$ cat config.mk
export PLATFORM = sky130hd
export DESIGN_NAME = deadline_sorted_timeout_queue_core
export DESIGN_NICKNAME = d
export VERILOG_FILES = /design/src/rtl/dstq_pkg.sv /design/src/rtl/deadline_sorted_timeout_queue_core.sv /design/src/rtl/dstq_ram.sv
export SDC_FILE = /design/constraint.sdc
export NUM_CORES = 2
export LEC_CHECK = 0
export ABC_CLOCK_PERIOD_IN_PS = 7000
export BUFFER_PORTS_ARGS = -buffer_cell sky130_fd_sc_hd__buf_2
export CAP_MARGIN = 20
export CELL_PAD_IN_SITES_DETAIL_PLACEMENT = 0
export CELL_PAD_IN_SITES_GLOBAL_PLACEMENT = 2
export CORE_ASPECT_RATIO = 2
export CORE_MARGIN = 2
export CORE_UTILIZATION = 44
export CTS_CLUSTER_DIAMETER = 30
export DETAILED_ROUTE_END_ITERATION = 16
export PLACE_DENSITY = 0.83
export SLEW_MARGIN = 20
export SYNTH_ARGS = -nofsm -noshare
export SYNTH_HDL_FRONTEND = slang
export SYNTH_SLANG_ARGS = --single-unit
$ cat constraint.sdc
create_clock -name clk -period 7 [get_ports clk]
set_clock_uncertainty 0.15 [all_clocks]
set_input_delay 1.05 -clock clk [delete_from_list [all_inputs] [get_ports clk]]
set_output_delay 1.05 -clock clk [all_outputs]
set_load 0.03 [all_outputs]
$ cat src/rtl/dstq_pkg.sv
// ----------------------------------------------------------------------------
// dstq_pkg
// Shared types and constants for the deadline-sorted timeout queue: slot and
// time widths, stream field layout, operation and status codes, link record.
// ----------------------------------------------------------------------------
package dstq_pkg;

  // Slot count and time range
  localparam int SLOTS     = 16;
  localparam int SLOT_W    = $clog2(SLOTS);
  localparam int TIME_BITS = 48;
  localparam int TMO_W     = 32;

  // Input request tdata layout: tag, timeout_us, now_us (low bits first)
  localparam int IN_TAG_LO = 0;
  localparam int IN_TMO_LO = IN_TAG_LO + SLOT_W;
  localparam int IN_NOW_LO = IN_TMO_LO + TMO_W;
  localparam int IN_BITS   = IN_NOW_LO + TIME_BITS;
  localparam int IN_DATA_W = ((IN_BITS + 7) / 8) * 8;

  // Result tdata layout: status, head_changed, head_valid, head_tag, deadline
  localparam int STATUS_W   = 2;
  localparam int OUT_BITS   = STATUS_W + 1 + 1 + SLOT_W + TIME_BITS;
  localparam int OUT_DATA_W = ((OUT_BITS + 7) / 8) * 8;

  // Operation codes
  localparam logic OP_ARM    = 1'b0;
  localparam logic OP_REMOVE = 1'b1;

  // Status codes
  localparam logic [STATUS_W-1:0] ST_DONE       = 2'd0;
  localparam logic [STATUS_W-1:0] ST_ZERO_TMO   = 2'd1;
  localparam logic [STATUS_W-1:0] ST_NOT_QUEUED = 2'd2;

  // One slot's neighbor links
  typedef struct packed {
    logic              pv;
    logic [SLOT_W-1:0] prv;
    logic              nv;
    logic [SLOT_W-1:0] nxt;
  } link_t;

endpackage

$ cat src/rtl/deadline_sorted_timeout_queue_core.sv
// ----------------------------------------------------------------------------
// deadline_sorted_timeout_queue_core
// Doubly linked list of command slots kept in deadline order. Arm places or
// moves a slot by a one-node-per-cycle scan; remove unlinks it. Every request
// returns one result with the current head.
// ----------------------------------------------------------------------------
//  channel | ports                         | content
//  --------+-------------------------------+---------------------------------
//  input   | in_tvalid/in_tready/in_tdata  | request: operation in tuser,
//          | in_tuser                      | tag, timeout_us, now_us in tdata
//  output  | out_tvalid/out_tready/out_tdata | status, head_changed,
//          |                               | head_valid, head_tag, deadline
//
// Steps: a request with nothing to scan or relink (zero timeout, slot not
// queued, rearm of the tail) goes straight to the head read; a remove or a
// first slot also relinks, and an arm may first scan up to the 15 other
// slots. An output stall holds the finished result until the register frees.
// The scan compares one stored deadline per cycle on the deadline RAM's
// single read port while following the link registers.
// Reset clears the queue to empty at once; the deadline store is not cleared.
// A waiting result is held in the output register; the next request is taken
// meanwhile and its result waits until the register is free.
// ----------------------------------------------------------------------------
module deadline_sorted_timeout_queue_core
  import dstq_pkg::*;
(
  input  logic                  clk,
  input  logic                  rst_n,
  input  logic                  in_tvalid,
  output logic                  in_tready,
  input  logic [IN_DATA_W-1:0]  in_tdata,   // tag[3:0], timeout_us[35:4], now_us[83:36]
  input  logic                  in_tuser,   // operation
  output logic                  out_tvalid,
  input  logic                  out_tready,
  output logic [OUT_DATA_W-1:0] out_tdata   // status[1:0], head_changed[2],
                                            // head_valid[3], head_tag[7:4],
                                            // head_deadline[55:8]
);

  typedef enum logic [3:0] {
    S_IDLE, S_DISP, S_FSCAN, S_BSCAN, S_UNLINK, S_LAFTER, S_LHEAD, S_HRD, S_FIN
  } state_t;

  // Sequencer and request registers
  state_t                state_r, state_nxt;
  logic                  op_r, op_nxt;
  logic [SLOT_W-1:0]     tag_r, tag_nxt;
  logic                  tmo_zero_r, tmo_zero_nxt;
  logic [TIME_BITS-1:0]  dl_r, dl_nxt;
  logic [SLOT_W-1:0]     pend_r, pend_nxt;
  logic [SLOT_W-1:0]     last_r, last_nxt;
  logic                  moved_r, moved_nxt;
  logic [STATUS_W-1:0]   status_r, status_nxt;
  logic                  changed_r, changed_nxt;

  // Queue structure
  link_t                 lk_r [SLOTS];
  link_t                 lk_nxt [SLOTS];
  logic [SLOTS-1:0]      queued_r, queued_nxt;
  logic [SLOT_W-1:0]     head_r, head_nxt;
  logic [SLOT_W-1:0]     tail_r, tail_nxt;
  logic                  empty_r, empty_nxt;

  // Result register
  logic                  out_valid_r, out_valid_nxt;
  logic [OUT_DATA_W-1:0] out_data_r, out_data_nxt;

  // Link read port and deadline RAM
  logic [SLOT_W-1:0]     lk_addr;
  link_t                 lk_rd;
  logic                  ram_we;
  logic [SLOT_W-1:0]     ram_raddr;
  logic [TIME_BITS-1:0]  ram_rdata;

  // Deadline computation at request time
  logic [TIME_BITS:0]    dl_sum;

  dstq_ram #(
    .W     (TIME_BITS),
    .DEPTH (SLOTS)
  ) u_dl_ram (
    .clk   (clk),
    .we    (ram_we),
    .waddr (tag_r),
    .wdata (dl_r),
    .raddr (ram_raddr),
    .rdata (ram_rdata)
  );

  assign in_tready  = (state_r == S_IDLE);
  assign out_tvalid = out_valid_r;
  assign out_tdata  = out_data_r;

  // Saturating deadline add
  assign dl_sum = {1'b0, in_tdata[IN_NOW_LO +: TIME_BITS]}
                + {{(TIME_BITS + 1 - TMO_W){1'b0}}, in_tdata[IN_TMO_LO +: TMO_W]};

  // Select the one link entry read this cycle
  always_comb begin
    case (state_r)
      S_FSCAN, S_BSCAN: lk_addr = pend_r;
      S_LAFTER:         lk_addr = last_r;
      default:          lk_addr = tag_r;
    endcase
  end

  assign lk_rd = lk_r[lk_addr];

  // Sequencer next-state logic
  always_comb begin
    state_nxt     = state_r;
    op_nxt        = op_r;
    tag_nxt       = tag_r;
    tmo_zero_nxt  = tmo_zero_r;
    dl_nxt        = dl_r;
    pend_nxt      = pend_r;
    last_nxt      = last_r;
    moved_nxt     = moved_r;
    status_nxt    = status_r;
    changed_nxt   = changed_r;
    lk_nxt        = lk_r;
    queued_nxt    = queued_r;
    head_nxt      = head_r;
    tail_nxt      = tail_r;
    empty_nxt     = empty_r;
    out_valid_nxt = out_valid_r & ~out_tready;
    out_data_nxt  = out_data_r;
    ram_we        = 1'b0;
    ram_raddr     = head_r;

    case (state_r)
      // Take a request
      S_IDLE: begin
        if (in_tvalid) begin
          op_nxt       = in_tuser;
          tag_nxt      = in_tdata[IN_TAG_LO +: SLOT_W];
          tmo_zero_nxt = (in_tdata[IN_TMO_LO +: TMO_W] == '0);
          dl_nxt       = dl_sum[TIME_BITS] ? '1 : dl_sum[TIME_BITS-1:0];
          state_nxt    = S_DISP;
        end
      end

      // Decode the request and start a scan where one is needed
      S_DISP: begin
        status_nxt  = ST_DONE;
        changed_nxt = 1'b0;
        moved_nxt   = 1'b0;
        if (op_r == OP_REMOVE) begin
          if (!queued_r[tag_r]) begin
            status_nxt = ST_NOT_QUEUED;
            state_nxt  = S_HRD;
          end else begin
            changed_nxt = (head_r == tag_r);
            state_nxt   = S_UNLINK;
          end
        end else if (tmo_zero_r) begin
          status_nxt = ST_ZERO_TMO;
          state_nxt  = S_HRD;
        end else begin
          ram_we = 1'b1;
          if (queued_r[tag_r]) begin
            changed_nxt = (head_r == tag_r);
            if (lk_rd.nv) begin
              pend_nxt  = lk_rd.nxt;
              ram_raddr = lk_rd.nxt;
              state_nxt = S_FSCAN;
            end else begin
              state_nxt = S_HRD;
            end
          end else if (empty_r) begin
            state_nxt = S_LHEAD;
          end else begin
            pend_nxt  = tail_r;
            ram_raddr = tail_r;
            state_nxt = S_BSCAN;
          end
        end
      end

      // Walk toward the tail past entries not later than the new deadline
      S_FSCAN: begin
        if (ram_rdata > dl_r) begin
          state_nxt = moved_r ? S_UNLINK : S_HRD;
        end else begin
          moved_nxt = 1'b1;
          last_nxt  = pend_r;
          if (!lk_rd.nv) begin
            state_nxt = S_UNLINK;
          end else begin
            pend_nxt  = lk_rd.nxt;
            ram_raddr = lk_rd.nxt;
          end
        end
      end

      // Walk from the tail toward the head for the insertion point
      S_BSCAN: begin
        if (ram_rdata <= dl_r) begin
          last_nxt  = pend_r;
          state_nxt = S_LAFTER;
        end else if (!lk_rd.pv) begin
          state_nxt = S_LHEAD;
        end else begin
          pend_nxt  = lk_rd.prv;
          ram_raddr = lk_rd.prv;
        end
      end

      // Drop the slot from the list
      S_UNLINK: begin
        if (lk_rd.pv) begin
          lk_nxt[lk_rd.prv].nxt = lk_rd.nxt;
          lk_nxt[lk_rd.prv].nv  = lk_rd.nv;
        end else begin
          head_nxt = lk_rd.nxt;
        end
        if (lk_rd.nv) begin
          lk_nxt[lk_rd.nxt].prv = lk_rd.prv;
          lk_nxt[lk_rd.nxt].pv  = lk_rd.pv;
        end else begin
          tail_nxt = lk_rd.prv;
        end
        if (!lk_rd.pv && !lk_rd.nv) begin
          empty_nxt = 1'b1;
          head_nxt  = '0;
          tail_nxt  = '0;
        end
        queued_nxt[tag_r] = 1'b0;
        state_nxt = (op_r == OP_REMOVE) ? S_HRD : S_LAFTER;
      end

      // Insert the slot after last_r
      S_LAFTER: begin
        lk_nxt[last_r].nxt = tag_r;
        lk_nxt[last_r].nv  = 1'b1;
        lk_nxt[tag_r].prv  = last_r;
        lk_nxt[tag_r].pv   = 1'b1;
        lk_nxt[tag_r].nxt  = lk_rd.nxt;
        lk_nxt[tag_r].nv   = lk_rd.nv;
        if (lk_rd.nv) begin
          lk_nxt[lk_rd.nxt].prv = tag_r;
        end else begin
          tail_nxt = tag_r;
        end
        queued_nxt[tag_r] = 1'b1;
        empty_nxt         = 1'b0;
        state_nxt         = S_HRD;
      end

      // Insert the slot at the head
      S_LHEAD: begin
        changed_nxt       = 1'b1;
        lk_nxt[tag_r].pv  = 1'b0;
        lk_nxt[tag_r].prv = '0;
        if (empty_r) begin
          lk_nxt[tag_r].nv  = 1'b0;
          lk_nxt[tag_r].nxt = '0;
          tail_nxt          = tag_r;
        end else begin
          lk_nxt[tag_r].nv   = 1'b1;
          lk_nxt[tag_r].nxt  = head_r;
          lk_nxt[head_r].prv = tag_r;
          lk_nxt[head_r].pv  = 1'b1;
        end
        head_nxt          = tag_r;
        empty_nxt         = 1'b0;
        queued_nxt[tag_r] = 1'b1;
        state_nxt         = S_HRD;
      end

      // Fetch the head deadline
      S_HRD: begin
        state_nxt = S_FIN;
      end

      // Load the result once the output register is free
      S_FIN: begin
        if (!out_valid_r || out_tready) begin
          out_valid_nxt = 1'b1;
          out_data_nxt  = '0;
          out_data_nxt[OUT_BITS-1:0] = empty_r
            ? {{(TIME_BITS + SLOT_W + 1){1'b0}}, changed_r, status_r}
            : {ram_rdata, head_r, 1'b1, changed_r, status_r};
          state_nxt = S_IDLE;
        end
      end

      default: begin
        state_nxt = S_IDLE;
      end
    endcase
  end

  // State, control and registered outputs
  always_ff @(posedge clk) begin
    if (!rst_n) begin
      state_r     <= S_IDLE;
      queued_r    <= '0;
      head_r      <= '0;
      tail_r      <= '0;
      empty_r     <= 1'b1;
      out_valid_r <= 1'b0;
    end else begin
      state_r     <= state_nxt;
      queued_r    <= queued_nxt;
      head_r      <= head_nxt;
      tail_r      <= tail_nxt;
      empty_r     <= empty_nxt;
      out_valid_r <= out_valid_nxt;
    end
  end

  // Payload and link registers
  always_ff @(posedge clk) begin
    op_r       <= op_nxt;
    tag_r      <= tag_nxt;
    tmo_zero_r <= tmo_zero_nxt;
    dl_r       <= dl_nxt;
    pend_r     <= pend_nxt;
    last_r     <= last_nxt;
    moved_r    <= moved_nxt;
    status_r   <= status_nxt;
    changed_r  <= changed_nxt;
    lk_r       <= lk_nxt;
    out_data_r <= out_data_nxt;
  end

  // An empty queue holds no slot
  a_empty_none_queued: assert property (@(posedge clk) disable iff (!rst_n)
    empty_r |-> (queued_r == '0))
    else $error("empty queue with queued slots");

  // A nonempty queue has queued slots at both ends
  a_ends_queued: assert property (@(posedge clk) disable iff (!rst_n)
    !empty_r |-> (queued_r[head_r] && queued_r[tail_r]))
    else $error("head or tail slot not queued");

  // A finished request lands in the output register and frees the input
  a_result_loaded: assert property (@(posedge clk) disable iff (!rst_n)
    (state_r == S_FIN && (!out_valid_r || out_tready))
      |=> (out_valid_r && state_r == S_IDLE))
    else $error("result not loaded");

endmodule

$ cat src/rtl/dstq_ram.sv
// ----------------------------------------------------------------------------
// dstq_ram
// Generic simple dual-port RAM: one write port, one read port, registered
// read data. No reset on contents.
// ----------------------------------------------------------------------------
module dstq_ram #(
  parameter int W     = 8,
  parameter int DEPTH = 16
) (
  input  logic                     clk,
  input  logic                     we,
  input  logic [$clog2(DEPTH)-1:0] waddr,
  input  logic [W-1:0]             wdata,
  input  logic [$clog2(DEPTH)-1:0] raddr,
  output logic [W-1:0]             rdata
);

  logic [W-1:0] mem [DEPTH];

  // Write port
  always_ff @(posedge clk) begin
    if (we) begin
      mem[waddr] <= wdata;
    end
  end

  // Registered read port
  always_ff @(posedge clk) begin
    rdata <= mem[raddr];
  end

endmodule
==> metrics <==
Clock Tree Root clkbuf_16; CP max stage delay 0.68 ns; Worst Hold Class primary input to flop; largest net degree at the start of global routing 145; first-pass GRT wire length 299500 um; Final Hold Vio Count 0; syn nets 4803; hold_buf cts 0; port bufs 146; CP top delay family simple AND/OR/NAND/NOR gates; crit path launch dl_r[38]$_SDFFCE_PP1P_; commonest non-fill, non-tap cell in the layout edfxtp_1; total grt overflow 0; Max Clock Freq 145.2 MHz; clock power share 0.273; Syn Area/Cell 11.91 sq um; Internal Dissipation 16980 uW; TritonCTS clock tree done; CP Data Arrival Time 7.42 ns; fin crit period 6.889 ns; Die Wd 254.3 um; GP Congestion 0.9692; RSZ-0062 raised after global routing no; H-tree depth 4; FP Rows 183; switching part of the total power 0.4272; Vias 42686; outcome complete, no violations; Max VDD drop 435.5 uV; worst-path cell chain inv_1 > ha_1 > nand4_1 > or4_1 > or4_1 > a21oi_1 > nor3_1 > or2_1 > or3_1 > a2bb2oi_1 > o21ba_4 > buf_4 > a211oi_1 > a2111oi_1 > buf_4 > or3b_1; r2r worst-path depth 16; # DRC 0; CP endpoint kind flop; clk buf depth 3; fillers 10795; synth unique cells 89; WS Path Type flop to flop; WP buf/inv 3; register area share after synthesis 0.6001; routed len/inst 31.71 um; Area Growth Syn to Fin 17.49%; Startpoint Class flop; ys flop type edfxtp_1; gr usage total 0.3282; Num Clock Sinks 1128; Critical Path End u_dl_ram.rdata[27]$_DFF_P_; worst r2r dst u_dl_ram.rdata[27]$_DFF_P_; Iter 0 DRT Violations 4199; max-cap violations 0; YS warnings 0; Logic pwr share 0.420; clock transition at the registers of the reported paths 0.06 ns; core area 0.1243 sq mm; Synth Instances 4629; IO Pins 151; WL final 211200 um; vias in the first global route 42507; number of synthesized flops with an enable pin 1050; fraction of registers with async set/reset 0; Hold WS 0.2868 ns; Final Max Slew Viols 0; fin crit share 0.9841; reg2reg setup slack 0.11 ns; r2r startpoint dl_r[38]$_SDFFCE_PP1P_; leak pwr 0.02403 uW; flops & latches, synth 1128; CTS buffer count 147; Flop pwr share 0.307; NetSw 12660 uW; Tightest Pin Transition 1.243 ns; share of cells above drive strength 1 0.1731; worst skew pair latency 0.80 ns; crit path max fanout 26; Antenna Violating Nets Remaining 0; Initial Util 0.4435; Critical Path Slowest Stage Cell edfxtp_1; final setup violation count 0; via/cell ratio 6.410; mapped cell area 0.05514 sq mm; PD cells 457.5 mW/mm^2; post-DP HPWL 137700 um; Slew headroom 0.1681; Fin Setup TNS 0 ns; die height 504.6 um; Critical Path Stages 16; DRT Pass-1 Iters 6; nets 5039; initial antenna violation count 11; die footprint 0.1283 sq mm; Critical Path RT 7.53 ns; commonest non-fill, non-tap cells in the layout edfxtp_1, nand2_1, mux2i_1
cells in the mapped netlist (all sizes together), types with 6 or more instances:
| library cell | number | area, sq um |
|---|---|---|
| a211o | 7 | 61.31 |
| a221oi | 10 | 93.84 |
| mux2i | 306 | 3075 |
| nand4 | 20 | 125.1 |
| a22oi | 35 | 267.8 |
| o211ai | 108 | 810.8 |
| buf | 119 | 655.6 |
| nand2b | 32 | 200.2 |
| nand2 | 380 | 1429 |
| a221o | 6 | 60.06 |
| or3 | 12 | 75.07 |
| edfxtp | 1050 | 31530 |
| nand3b | 9 | 71.32 |
| inv | 90 | 337.8 |
| nor2 | 234 | 900.9 |
| a2111oi | 56 | 565.5 |
| a21o | 33 | 247.7 |
| or3b | 49 | 429.2 |
| o311ai | 10 | 87.59 |
| xnor2 | 11 | 96.34 |
| and3 | 35 | 219.0 |
| o221ai | 123 | 1084 |
| clkbuf | 262 | 983.4 |
| ha | 80 | 1001 |
| nor3 | 42 | 215.2 |
| dfxtp | 78 | 1562 |
| a311oi | 7 | 61.31 |
| or2 | 11 | 68.82 |
| mux2 | 63 | 713.2 |
| xor2 | 21 | 183.9 |
| mux4 | 16 | 360.4 |
| o22ai | 103 | 644.4 |
| a211oi | 161 | 1209 |
| o21ai | 314 | 1572 |
| nor2b | 78 | 488.0 |
| nor4 | 16 | 100.1 |
| nand3 | 220 | 1114 |
| a21oi | 302 | 1515 |
| a31oi | 21 | 131.4 |
| and2 | 29 | 181.4 |
per-stage QoR:
| stage | total power [uW] | cells | worst slack (ns) | utilization | instance area, sq um |
|---|---|---|---|---|---|
| floorplan | 15290 | 4629 | 2.035 | - | 55140 |
| global placement | 21010 | 6375 | -0.02218 | 0.4779 | 59420 |
| detailed placement | 21120 | 6375 | -0.1755 | 0.4780 | 59430 |
| CTS | 29200 | 6653 | 0.05756 | 0.5206 | 64730 |
| global route | 30340 | 6657 | 0.03342 | 0.5210 | 64780 |
| finish | 29640 | 6659 | 0.1115 | 0.5211 | 64780 |
what timing repair did:
item,CTS,global route
gates resized for setup,1,0
pin swaps,1,0
buffers inserted,3,3
setup endpoints to repair,2,4
how the worst min path moves through the flow:
stage	slack, ns	start	end	depth (start not counted)
final	0.29	in_tdata[2]	tag_r[2]$_DFFE_PP_	1
after global routing	0.27	in_tdata[1]	tag_r[1]$_DFFE_PP_	1
after CTS	0.25	in_tdata[2]	tag_r[2]$_DFFE_PP_	1
after detailed placement	0.30	flop	flop	2
after global placement	0.29	status_r[0]$_SDFFCE_PP0P_	out_tdata[0]$_DFFE_PP_	0
after floorplan	0.25	status_r[0]$_SDFFCE_PP0P_	out_tdata[0]$_DFFE_PP_	0
metal layers:
metal  vias to the layer above  share of wire  global-route usage
met5                         -        0.00011                   0
met2                      2210           0.50              0.5641
met3                       867          0.066             0.05515
met1                     21129           0.32              0.3389
li1                      18476              -                   -
met4                         4           0.11              0.2956
cell families after synthesis:
family	Yosys count	share of synthesized area
AO/OA/AOI/OAI	1348	0.1606
XOR/XNOR	32	0.005083
adder cells (fa/ha/maj)	81	0.01852
buffers and inverters	472	0.03592
flip-flops	1128	0.6001
multiplexers	385	0.07525
AND/OR/NAND/NOR	1183	0.1045
power groups by stage:
stage	clock network, uW	logic (uW)	registers (uW)
2_1_floorplan	0	6370	8920
3_3_place_gp	0	11800	9220
3_5_place_dp	0	11900	9230
4_1_cts	8150	12000	9100
5_1_grt	8410	12800	9130
6_report	8080	12500	9100
final cells by class:
cell class	count	area, sq um	share of cell area
Antenna cell	3	7.507	0.0001159
Sequential cell	1128	33100	0.5109
Timing Repair Buffer	468	3561	0.05497
Clock inverter	102	1414	0.02182
Multi-Input combinational cell	3029	20410	0.3151
Inverter	91	341.6	0.005273
Clock buffer	173	3869	0.05972
Tap cell	1665	2083	0.03216
No activity file was read; power rests on OpenSTA's default activity.
